### config.mk
export PLATFORM = sky130hd
export DESIGN_NAME = four_channel_dma_controller
export DESIGN_NICKNAME = d
export VERILOG_FILES = /design/src/rtl/core/fcdma_pkg.sv /design/src/rtl/core/fcdma_ctrl.sv /design/src/rtl/core/fcdma_dp.sv /design/src/rtl/core/four_channel_dma_controller.sv
export SDC_FILE = /design/constraint.sdc
export NUM_CORES = 2
export LEC_CHECK = 0
export BUFFER_PORTS_ARGS = -buffer_cell sky130_fd_sc_hd__buf_2
export CAP_MARGIN = 20
export CELL_PAD_IN_SITES_DETAIL_PLACEMENT = 1
export CELL_PAD_IN_SITES_GLOBAL_PLACEMENT = 1
export CORE_MARGIN = 4
export CORE_UTILIZATION = 44
export DETAILED_ROUTE_END_ITERATION = 10
export PLACE_DENSITY_LB_ADDON = 0.1
export RECOVER_POWER = 50
export SKIP_CTS_REPAIR_TIMING = 1
export SYNTH_ARGS = -nofsm -noshare
export SYNTH_HDL_FRONTEND = slang
export SYNTH_SLANG_ARGS = --single-unit
### constraint.sdc
create_clock -name clk -period 6.15 [get_ports clk]
set_input_delay 1.845 -clock clk [delete_from_list [all_inputs] [get_ports clk]]
set_output_delay 1.845 -clock clk [all_outputs]
set_load 0.05 [all_outputs]
### src/rtl/core/fcdma_pkg.sv
`timescale 1ns / 1ps
// ----------------------------------------------------------------------------
// fcdma_pkg
// Shared types, request codes and defaults for the four-channel DMA block.
// ----------------------------------------------------------------------------
package fcdma_pkg;

	localparam int NumChannelsDef = 4;
	localparam int FifoBurstDef   = 4;
	localparam int CountBitsDef   = 16;

	localparam logic [2:0] REQ_SETUP  = 3'd0;
	localparam logic [2:0] REQ_HBLANK = 3'd1;
	localparam logic [2:0] REQ_VBLANK = 3'd2;
	localparam logic [2:0] REQ_STEP   = 3'd3;
	localparam logic [2:0] REQ_FIFO   = 3'd4;

	localparam logic [1:0] MODE_INC    = 2'd0;
	localparam logic [1:0] MODE_DEC    = 2'd1;
	localparam logic [1:0] MODE_FIXED  = 2'd2;
	localparam logic [1:0] MODE_RELOAD = 2'd3;

	localparam logic [1:0] TIM_IMMED   = 2'd0;
	localparam logic [1:0] TIM_VBLANK  = 2'd1;
	localparam logic [1:0] TIM_HBLANK  = 2'd2;
	localparam logic [1:0] TIM_SPECIAL = 2'd3;

	typedef struct packed {
		logic [2:0]  req_type;
		logic [1:0]  channel;
		logic [31:0] source_address;
		logic [31:0] dest_address;
		logic [15:0] unit_count;
		logic [1:0]  dest_mode;
		logic [1:0]  source_mode;
		logic        word_units;
		logic        repeat_on;
		logic [1:0]  start_timing;
		logic        irq_on;
		logic        enable_bit;
	} in_item_t;

	typedef struct packed {
		logic [1:0]  xfer_channel;
		logic [31:0] read_address;
		logic [31:0] write_address;
		logic        word_transfer;
		logic        has_transfer;
		logic        irq_request;
		logic        last;
	} out_item_t;

	typedef struct packed {
		logic [1:0]  dest_mode;
		logic [1:0]  source_mode;
		logic        word_units;
		logic        repeat_on;
		logic [1:0]  start_timing;
		logic        irq_on;
	} ctl_t;

	// controller -> datapath
	typedef struct packed {
		logic setup;
		logic trig;
		logic [1:0] trig_timing;
		logic step;
		logic fifo_start;
		logic fifo_beat;
		logic fifo_last;
	} dp_cmd_t;

	// datapath -> controller
	typedef struct packed {
		logic ch_ok;
	} dp_sts_t;

	function automatic logic [31:0] move_addr(input logic [31:0] a, input logic [1:0] m,
		input logic [31:0] st);
		logic [31:0] r;
		case (m)
			MODE_INC, MODE_RELOAD: r = a + st;
			MODE_DEC:              r = a - st;
			default:               r = a;
		endcase
		return r;
	endfunction

endpackage

### src/rtl/core/fcdma_ctrl.sv
`timescale 1ns / 1ps
// ----------------------------------------------------------------------------
// fcdma_ctrl
// Sequencer: takes an item, issues datapath commands, counts fifo beats.
// ----------------------------------------------------------------------------
module fcdma_ctrl #(
	parameter int FIFO_BURST = 4
) (
	input  logic               clk,
	input  logic               arst_n,
	input  logic               in_valid,
	output logic               in_ready,
	input  logic [2:0]         req_type,
	input  fcdma_pkg::dp_sts_t sts,
	output fcdma_pkg::dp_cmd_t cmd,
	input  logic               out_free
);
	import fcdma_pkg::*;

	localparam logic ST_IDLE = 1'b0;
	localparam logic ST_FIFO = 1'b1;
	localparam int BW = (FIFO_BURST > 1) ? $clog2(FIFO_BURST) : 1;

	logic          state_q;
	logic [BW-1:0] beat_q;
	logic          take;
	logic          fifo_go;

	assign in_ready = (state_q == ST_IDLE) && out_free;
	assign take     = in_valid && in_ready;
	assign fifo_go  = (state_q == ST_FIFO) && out_free;

	always_comb begin
		cmd = '0;
		if (take) begin
			case (req_type)
				REQ_SETUP:  cmd.setup = sts.ch_ok;
				REQ_HBLANK: begin
					cmd.trig = 1'b1;
					cmd.trig_timing = TIM_HBLANK;
				end
				REQ_VBLANK: begin
					cmd.trig = 1'b1;
					cmd.trig_timing = TIM_VBLANK;
				end
				REQ_STEP:   cmd.step = 1'b1;
				REQ_FIFO:   cmd.fifo_start = sts.ch_ok;
				default:    ;
			endcase
		end
		if (fifo_go) begin
			cmd.fifo_beat = 1'b1;
			cmd.fifo_last = (beat_q == BW'(FIFO_BURST - 1));
		end
	end

	always_ff @(posedge clk or negedge arst_n) begin
		if (!arst_n) begin
			state_q <= ST_IDLE;
			beat_q  <= '0;
		end else begin
			case (state_q)
				ST_IDLE: begin
					if (take && req_type == REQ_FIFO && sts.ch_ok) begin
						state_q <= ST_FIFO;
						beat_q  <= '0;
					end
				end
				ST_FIFO: begin
					if (fifo_go) begin
						if (cmd.fifo_last) state_q <= ST_IDLE;
						else beat_q <= beat_q + 1'b1;
					end
				end
				default: state_q <= ST_IDLE;
			endcase
		end
	end
endmodule

### src/rtl/core/fcdma_dp.sv
`timescale 1ns / 1ps
// ----------------------------------------------------------------------------
// fcdma_dp
// Channel register file, trigger priority, pointer stepping, result register.
// ----------------------------------------------------------------------------
module fcdma_dp #(
	parameter int NUM_CHANNELS = 4,
	parameter int COUNT_BITS   = 16
) (
	input  logic                 clk,
	input  logic                 arst_n,
	input  fcdma_pkg::in_item_t  in_item,
	input  fcdma_pkg::dp_cmd_t   cmd,
	output fcdma_pkg::dp_sts_t   sts,
	output fcdma_pkg::out_item_t out_item,
	output logic                 out_valid,
	input  logic                 out_ready,
	output logic                 out_free
);
	import fcdma_pkg::*;

	localparam int CB = (COUNT_BITS > 16) ? 16 : COUNT_BITS;

	logic [31:0]   src_q   [NUM_CHANNELS];
	logic [31:0]   dst_q   [NUM_CHANNELS];
	logic [31:0]   dre_q   [NUM_CHANNELS];
	logic [CB-1:0] cnt_q   [NUM_CHANNELS];
	logic [CB-1:0] cre_q   [NUM_CHANNELS];
	ctl_t          ctl_q   [NUM_CHANNELS];
	logic [NUM_CHANNELS-1:0] en_q;
	logic          act_q;
	logic [1:0]    ach_q;
	logic [1:0]    fch_q;
	out_item_t     res_q;
	logic          vld_q;

	logic          hit;
	logic [1:0]    hit_ch;
	logic [1:0]    a;
	logic          a_ok;
	ctl_t          c;
	logic [31:0]   stp;
	logic [CB-1:0] cnt_dec;
	logic          fire_step;
	logic          cmpl;
	logic [1:0]    fidx;
	logic          issue;
	out_item_t     res_d;

	assign out_free  = !vld_q || out_ready;
	assign out_valid = vld_q;
	assign out_item  = res_q;
	assign sts.ch_ok = ({30'd0, in_item.channel} < NUM_CHANNELS);

	always_comb begin
		hit = 1'b0;
		hit_ch = '0;
		for (int i = NUM_CHANNELS - 1; i >= 0; i--) begin
			if (en_q[i] && ctl_q[i].start_timing == cmd.trig_timing) begin
				hit = 1'b1;
				hit_ch = 2'(i);
			end
		end
	end

	assign a    = ach_q;
	assign a_ok = ({30'd0, a} < NUM_CHANNELS);
	assign c    = a_ok ? ctl_q[a] : '0;
	assign stp  = c.word_units ? 32'd4 : 32'd2;
	assign cnt_dec = a_ok ? cnt_q[a] - 1'b1 : '0;
	assign fire_step = cmd.step && act_q && a_ok && en_q[a];
	assign cmpl = fire_step && (cnt_q[a] == '0 || cnt_dec == '0);
	assign fidx = in_item.channel;
	assign issue = fire_step || cmd.fifo_beat;

	always_comb begin
		res_d = '0;
		if (cmd.fifo_beat) begin
			res_d.xfer_channel  = fch_q;
			res_d.read_address  = src_q[fch_q];
			res_d.write_address = dst_q[fch_q];
			res_d.word_transfer = 1'b1;
			res_d.has_transfer  = 1'b1;
			res_d.irq_request   = cmd.fifo_last && ctl_q[fch_q].irq_on;
			res_d.last          = cmd.fifo_last;
		end else begin
			res_d.xfer_channel  = a;
			res_d.word_transfer = c.word_units;
			res_d.has_transfer  = (cnt_q[a] != '0);
			res_d.read_address  = (cnt_q[a] != '0) ? src_q[a] : '0;
			res_d.write_address = (cnt_q[a] != '0) ? dst_q[a] : '0;
			res_d.irq_request   = cmpl && c.irq_on;
			res_d.last          = 1'b1;
		end
	end

	always_ff @(posedge clk or negedge arst_n) begin
		if (!arst_n) begin
			for (int i = 0; i < NUM_CHANNELS; i++) begin
				src_q[i] <= '0;
				dst_q[i] <= '0;
				dre_q[i] <= '0;
				cnt_q[i] <= '0;
				cre_q[i] <= '0;
				ctl_q[i] <= '0;
			end
			en_q  <= '0;
			act_q <= 1'b0;
			ach_q <= '0;
			fch_q <= '0;
			res_q <= '0;
			vld_q <= 1'b0;
		end else begin
			if (out_ready) vld_q <= 1'b0;
			if (issue) begin
				vld_q <= 1'b1;
				res_q <= res_d;
			end
			if (cmd.setup) begin
				src_q[fidx] <= in_item.source_address;
				dst_q[fidx] <= in_item.dest_address;
				dre_q[fidx] <= in_item.dest_address;
				cnt_q[fidx] <= in_item.unit_count[CB-1:0];
				cre_q[fidx] <= in_item.unit_count[CB-1:0];
				ctl_q[fidx] <= '{in_item.dest_mode, in_item.source_mode,
					in_item.word_units, in_item.repeat_on, in_item.start_timing,
					in_item.irq_on};
				en_q[fidx]  <= in_item.enable_bit;
				if (in_item.enable_bit && in_item.start_timing == TIM_IMMED) begin
					act_q <= 1'b1;
					ach_q <= fidx;
				end
			end
			if (cmd.trig && hit) begin
				act_q <= 1'b1;
				ach_q <= hit_ch;
			end
			if (cmd.step && act_q && a_ok && !en_q[a]) act_q <= 1'b0;
			if (fire_step) begin
				if (cnt_q[a] != '0) begin
					src_q[a] <= move_addr(src_q[a], c.source_mode, stp);
					dst_q[a] <= move_addr(dst_q[a], c.dest_mode, stp);
					cnt_q[a] <= cnt_dec;
				end
				if (cmpl) begin
					if (c.repeat_on) begin
						cnt_q[a] <= cre_q[a];
						if (c.dest_mode == MODE_RELOAD) dst_q[a] <= dre_q[a];
						if (c.start_timing != TIM_IMMED) act_q <= 1'b0;
					end else begin
						en_q[a] <= 1'b0;
						act_q   <= 1'b0;
					end
				end
			end
			if (cmd.fifo_start) fch_q <= fidx;
			if (cmd.fifo_beat) src_q[fch_q] <= src_q[fch_q] + 32'd4;
		end
	end
endmodule

### src/rtl/core/four_channel_dma_controller.sv
`timescale 1ns / 1ps
// ----------------------------------------------------------------------------
// four_channel_dma_controller
// Output: a step result is registered, valid in the cycle after acceptance.
// Throughput: one item per cycle while out_free is high; a fifo fill holds
// input while its FIFO_BURST beats issue through the single result register.
// Reset: arst_n clears all channel state, the active flag and the result.
// ----------------------------------------------------------------------------
module four_channel_dma_controller #(
	parameter int NUM_CHANNELS = fcdma_pkg::NumChannelsDef,
	parameter int FIFO_BURST   = fcdma_pkg::FifoBurstDef,
	parameter int COUNT_BITS   = fcdma_pkg::CountBitsDef
) (
	input  logic                 clk,
	input  logic                 arst_n,
	input  logic                 in_valid,
	output logic                 in_ready,
	input  fcdma_pkg::in_item_t  in_data,
	output logic                 out_valid,
	input  logic                 out_ready,
	output fcdma_pkg::out_item_t out_data
);
	import fcdma_pkg::*;

	dp_cmd_t cmd;
	dp_sts_t sts;
	logic    out_free;

	fcdma_ctrl #(.FIFO_BURST(FIFO_BURST)) u_ctrl (
		.clk, .arst_n, .in_valid, .in_ready, .req_type(in_data.req_type),
		.sts, .cmd, .out_free
	);

	fcdma_dp #(.NUM_CHANNELS(NUM_CHANNELS), .COUNT_BITS(COUNT_BITS)) u_dp (
		.clk, .arst_n, .in_item(in_data), .cmd, .sts, .out_item(out_data),
		.out_valid, .out_ready, .out_free
	);

	a_no_overwrite: assert property (@(posedge clk) disable iff (!arst_n)
		(out_valid && !out_ready) |=> $stable(out_data))
		else $error("result changed while stalled");
	a_fifo_blocks: assert property (@(posedge clk) disable iff (!arst_n)
		cmd.fifo_beat |-> !in_ready)
		else $error("input taken during fifo burst");
	a_last_irq: assert property (@(posedge clk) disable iff (!arst_n)
		(out_valid && out_data.irq_request) |-> out_data.last)
		else $error("irq on non-last result");
endmodule

Word level (Yosys, flattened, before mapping)
Index checks and enable logic that the tools add are counted.
Word-level totals
  register bits after elaboration: 631
  bits in latches: 0
  bits in writable memories: 0
  ROM bits: 0
  input port bits: 99
  output and inout bits: 72
  memories kept: 0
Cells by class
  $add $sub $neg: 7
  $mul: 0
  divide/modulo/power cells: 0
  order comparisons: 10
  eq/ne operators: 16
  shift operators: 0
  mux-type cells: 124
  bitwise logic cells: 6
  reduce and logical (&&, ||, !) cells: 41
Operator list (number)
  $mux W128: 11
  $bwmux W128: 7
  $mux W32: 19
  $mux W64: 6
  $bmux W32 S2: 5
  $bwmux W64: 4
  $demux W32 S2: 3
  $pmux W32 S2: 2
  $mux W16: 6
  $mux W70: 1
  $add A32 B32 Y32: 2
  $bmux W16 S2: 2
  $demux W16 S2: 2
  $sub A32 B32 Y32: 2
  $bmux W9 S2: 2
  $bwmux W36: 1
  $add A32 B3 Y32 const B: 1
  $logic_not A16 Y1: 2
  $mux W9: 3
  $mux W1: 25
  $mux W2: 11
  $logic_and A1 B1 Y1: 21
  $demux W9 S2: 1
  $mux W4: 4
  34 further kinds: 61

Depth between registers and ports, before layout
  depth after elaboration: 18
  mapped depth: 23
  gate-level depth less buffers: 14

Modules after synthesis
Synthesis repeated with hierarchy kept, for this count alone.
Unflattened totals
  cell total of the unflattened synthesis: 4573
  area, all modules: 39629.3 µm²
Modules (own cells, without submodules)
  fcdma_dp: instances 1, cells an instance 4542, area each 39379.0 µm², seq. area each 15715.1 µm²
  fcdma_ctrl: instances 1, cells an instance 31, area each 250.2 µm², seq. area each 75.1 µm²

Least setup slack after synthesis
Ideal clock, no wire load.
  kind: register to register
  from: register u_dp.ach_q[1], in the netlist u_dp.a[1]
  to: register u_dp.src_q[126] (netlist bit)
  setup time: 0.149 ns
  arrival: 5.932 ns
  data required time: 6.001 ns
  slack: 0.069 ns
  cell stages (with the launch flop): 24
  path buffers: 9
  cell sequence: dfrtp_1 > buf_2 > buf_2 > buf_2 > buf_2 > buf_2 > buf_1 > buf_1 > clkbuf_1 > buf_1 > mux4_2 > inv_1 > and2_1 > ha_1 > nor2b_1 > o2111ai_1 > a32oi_1 > o211ai_1 > a211oi_1 > o21ai_0 > or3b_2 > o31ai_1 > mux2i_1 > a41oi_1
Between the ends
  longest elaborated chain between the ends: 14
RTL lines
  from (decl): RTL line fcdma_dp.sv:32  | logic [1:0] ach_q;
  from (signal assigned): RTL line fcdma_dp.sv:131  | ach_q <= fidx;
  from (signal assigned): RTL line fcdma_dp.sv:136  | ach_q <= hit_ch;
  $not A2 Y3 (not written as such): RTL line fcdma_dp.sv:68, fcdma_dp.sv:140, fcdma_dp.sv:141
  $bmux W9 S2: RTL line fcdma_dp.sv:68  | assign c = a_ok ? ctl_q[a] : '0;
  $mux W9 (not written as such) (2 in series): RTL line fcdma_dp.sv:68
  $mux W3 (tied with other cells): RTL line fcdma_dp.sv:69  | assign stp = c.word_units ? 32'd4 : 32'd2;
  $sub A32 B32 Y32 (tied with other cells): RTL line fcdma_pkg.sv:83  | MODE_DEC: r = a - st;
  $pmux W32 S2: RTL line fcdma_pkg.sv:81  | case (m)
  $mux W32: RTL line fcdma_dp.sv:140  | if (cnt_q[a] != '0) begin
  $mux W32: RTL line fcdma_dp.sv:139  | if (fire_step) begin
  $bwmux W128: RTL line fcdma_dp.sv:141  | src_q[a] <= move_addr(src_q[a], c.source_mode, stp);
  $mux W128: RTL line fcdma_dp.sv:140
  $mux W128 *: RTL line fcdma_dp.sv:139
  $bwmux W128: RTL line fcdma_dp.sv:157  | if (cmd.fifo_beat) src_q[fch_q] <= src_q[fch_q] + 32'd4;
  $mux W128 *: RTL line fcdma_dp.sv:157
  to (signal, indexed assignment): RTL line fcdma_dp.sv:120  | src_q[fidx] <= in_item.source_address;
  to (signal, indexed assignment): RTL line fcdma_dp.sv:141
  to (signal, indexed assignment): RTL line fcdma_dp.sv:157
  to (decl): RTL line fcdma_dp.sv:24  | logic [31:0] src_q [NUM_CHANNELS];
Mark *: on every way between the ends. The rest lies on a longest branch, timed or not. The select of a mux whose other input is x is not followed.
A chain may end at the register's enable or synchronous reset.

Final worst setup path
  from: register u_dp.ach_q[0], in the netlist u_dp.a[0]
  to: register u_dp.cnt_q[15] (netlist bit)
Between the ends
  longest elaborated chain between the ends: 12
RTL lines
  $not A2 Y3 (not written as such)
  $bmux W16 S2 (tied with other cells): RTL line fcdma_dp.sv:70, fcdma_dp.sv:72, fcdma_dp.sv:140
  $mux W16 (not written as such) or $logic_and A1 B1 Y1 (tied branches)
  $mux W16, on equally long branches
  $sub A16 B1 Y16 or $demux W16 S2 (tied branches): RTL line fcdma_dp.sv:70, fcdma_dp.sv:143, fcdma_dp.sv:147
  $bwmux W64: RTL line fcdma_dp.sv:143  | cnt_q[a] <= cnt_dec;
  $mux W64: RTL line fcdma_dp.sv:140
  $mux W64: RTL line fcdma_dp.sv:139
  $bwmux W64: RTL line fcdma_dp.sv:147  | cnt_q[a] <= cre_q[a];
  $mux W64: RTL line fcdma_dp.sv:146  | if (c.repeat_on) begin
  $mux W64: RTL line fcdma_dp.sv:145  | if (cmpl) begin
  $mux W64 *: RTL line fcdma_dp.sv:139
  to (signal, indexed assignment): RTL line fcdma_dp.sv:123  | cnt_q[fidx] <= in_item.unit_count[CB-1:0];
  to (signal, indexed assignment): RTL line fcdma_dp.sv:143
  to (signal, indexed assignment): RTL line fcdma_dp.sv:147
  to (decl): RTL line fcdma_dp.sv:27  | logic [CB-1:0] cnt_q [NUM_CHANNELS];
Marks and branches as above.

==> qor.txt <==
outcome - finished, violations left
failing checks - max-capacitance violations, max-slew violations
compound-gate portion of the synthesized area - 16.6%
final hold violations - 0
width of the die - 306 um
max layer used - met5
DRC - 0
post-route ant nets - 0
H-tree Lvls - 3
number of global-route vias before repair - 39200
most frequent cells in the layout - nand2_1, dfrtp_1, nor2_1, nand3_1, o21ai_0
simple-gate area share of the yosys netlist - 23.3%
Mean Syn Cell Area - 8.71 sq um
Finished Cell Area - 43800 sq um
Remaining Overflow, GRT - 0
reg2reg start - u_dp.a[0]
Vias - 37400
most common cell after layout, fill and taps aside - nand2_1
adder-cell share of the synthesized area - 1.64%
critical path arrival - 6.22 ns
CP Capture Point - u_dp.cnt_q[15]
CTS tree - built
final setup TNS - 0 ns
Worst-Margin Slew - 4.17 ns
Mapped Cells - 4480
clk buf depth - 3
area delta synth->final - 12.3%
Crit Path Category - flop to flop
final wirelength - 163 mm
dpl hpwl - 103 mm
crit path max fanout - 27
layout cells sized above 1 - 13.8%
Syn Nets - 4630
end of the worst register-to-register path - u_dp.cnt_q[15]
first-pass GRT wire length - 246 mm
pre-CTS setup slack - 0.500 ns
Pwr Total - 22.3 mW
Rel. slew slack - -178%
Final Skew - 0.0203 ns
max-slew violation total from the final report - 119
Max-cap violations - 2
Met2 Routed Length - 74.7 mm
Hold/Removal Path Class - flop to flop
worst path cell trace - buf_4, mux4_2, or3_1, a211oi_1, xor2_1, nand4bb_1, o41ai_4, and2_1, nand2_1, o21ai_0
die area - 93500 sq um
initial antenna violation count - 13
CORE AREA - 87400 sq um
ys flop type - dfrtp_1
Post-synth EDFFs - 0
Post-Synth XOR/XNOR Area - 1.97%
largest family of logic cells by synthesized area - simple AND/OR/NAND/NOR gates
Clock Latency Late Sink - 0.65 ns
mux share of post-synthesis cell area - 12.3%
clk sinks - 631
first drt pass iteration count - 5
GPL Wtd Cong - 0.925
fin crit period - 5.68 ns
num rows - 108
flop2flop setup slack - 0.47 ns
pin count of the biggest net entering global routing - 113
Buffers on Ports - 170
Post-synth ARST share - 100%
met3 wire len - 14.8 mm
sequential cell area fraction in the yosys report - 40.5%
initial DRC count - 3576
Power Density - 509 nW/um^2
WL per Instance - 28.4 um
Critical Path Source Type - flop
slowest CP cell - dfrtp_4
via-per-instance ratio - 6.55
setup ws final - 0.471 ns
met1 wire length - 67.6 mm
Max stage delay on crit path - 0.83 ns
endpoint type of the worst setup path - flop
Netlist cell types - 84
Initial Utilization - 44.6%
R2R depth - 10
Yosys reg bits - 631
clk root buf - clkbuf_16
Lkg Pwr - 20.3 nW
final worst path period share - 92.3%
unrepaired setup endpoints after global routing - no
io pins - 171
Post-layout nets - 4651
Post-DP Area - 41300 sq um
Worst-path clk slew - 0.06 ns
Mapped Area - 39000 sq um
WP data required - 6.69 ns
VDD IR max - 0.378 mV
Total GRT Usage - 34.1%
fmax - 176 MHz
Synth warnings - 0
TritonCTS Buffers - 77
Setup crit start - u_dp.a[0]
Die H - 306 um
final-report setup violation count - 0
[critical path, delay by kind of cell, from the launching register on]
kind / cells / cell delay, ns
simple gates: 4 / 1.83
buf+inv: 1 / 0.46
mux: 1 / 0.62
flops: 1 / 0.83
xor+xnor: 1 / 0.17
compound gates: 3 / 1.64
[registers in the layout, summed over array words and instances, names as in the netlist]
signal / flops
u_dp.out_valid: 1
u_dp.fch_q: 2
u_ctrl.state_q: 1
u_dp.out_item: 70
u_dp.dst_q: 128
u_dp.en_q: 4
u_dp.cre_q: 64
u_dp.dre_q: 128
u_dp.cnt_q: 64
u_dp.src_q: 128
u_dp.a: 2
u_dp.ctl_q: 36
u_dp.act_q: 1
u_ctrl.beat_q: 2
[metal layers]
layer | GRT usage (%) | up-vias
li1 | - | 16100
met1 | 46.5 | 19200
met2 | 54.3 | 1766
met3 | 7.70 | 376
met4 | 11.2 | 12
met5 | 0 | -
[layout make-up]
class	count	area, sq um
fill	10200	43600
multi-input combinational	3476	21900
sequential	631	15800
clock buffer	113	2310
timing repair buffer	277	1890
tap	1155	1450
clock inverter	24	298
inverter	38	143
antenna	2	5.00
[through the flow]
| stage | instances | util (%) | hold slack, ns |
|---|---|---|---|
| after floorplan | 4480 | - | 0.434 |
| after global placement | 5576 | 47.2 | 0.446 |
| after global routing | 5714 | 50.1 | 0.479 |
| after CTS | 5713 | 50.2 | 0.469 |
| final | 5716 | 50.1 | 0.467 |
| after detailed placement | 5576 | 47.2 | 0.456 |
[synthesized netlist by cell type, types with 35 or more instances]
library cell	instances	area [sq um]
nand2_1	1266	4750
dfrtp_1	631	15800
clkbuf_1	260	976
nor2_1	255	957
nand3_1	235	1180
o21ai_0	234	1170
a21oi_1	222	1110
mux4_2	196	4410
a31oi_1	103	644
and3_1	99	619
a211oi_1	92	691
a21o_1	80	601
o211ai_1	76	571
xnor2_1	53	464
ha_1	51	638
and2_1	50	313
nor3_1	47	235
a221oi_1	43	377
inv_1	37	139
buf_1	36	135
buf_2	35	175
[report_power, final]
group          switching [mW]  internal, mW  total [mW]
registers                1.21          5.49        6.71
clock network            1.96          2.85        4.81
logic                    6.85          3.95        10.8
total                    10.0          12.3        22.3
[how the worst min path moves through the flow]
| stage | startpoint | to | slack, ns | depth (start not counted) |
|---|---|---|---|---|
| 4_1_cts | u_dp.ctl_q[23] | u_dp.ctl_q[23] | 0.47 | 2 |
| 2_1_floorplan | u_dp.ctl_q[22] | u_dp.ctl_q[22] | 0.43 | 2 |
| 6_report | u_dp.ctl_q[23] | u_dp.ctl_q[23] | 0.47 | 2 |
| 5_1_grt | u_dp.dre_q[60] | u_dp.dre_q[60] | 0.48 | 1 |
| 3_3_place_gp | u_dp.ctl_q[23] | u_dp.ctl_q[23] | 0.45 | 2 |
| 3_5_place_dp | u_dp.ctl_q[23] | u_dp.ctl_q[23] | 0.46 | 2 |
[cells by family (layout without fill, tap and decap cells)]
group	Yosys count	count (layout)
AND/OR/NAND/NOR	2100	2100
buffers and inverters	373	452
adder cells (fa/ha/maj)	51	51
flip-flops	631	631
other	0	2
XOR/XNOR	87	87
multiplexers	234	234
AO/OA/AOI/OAI	1004	1004
(Power assumes the default switching activity.)
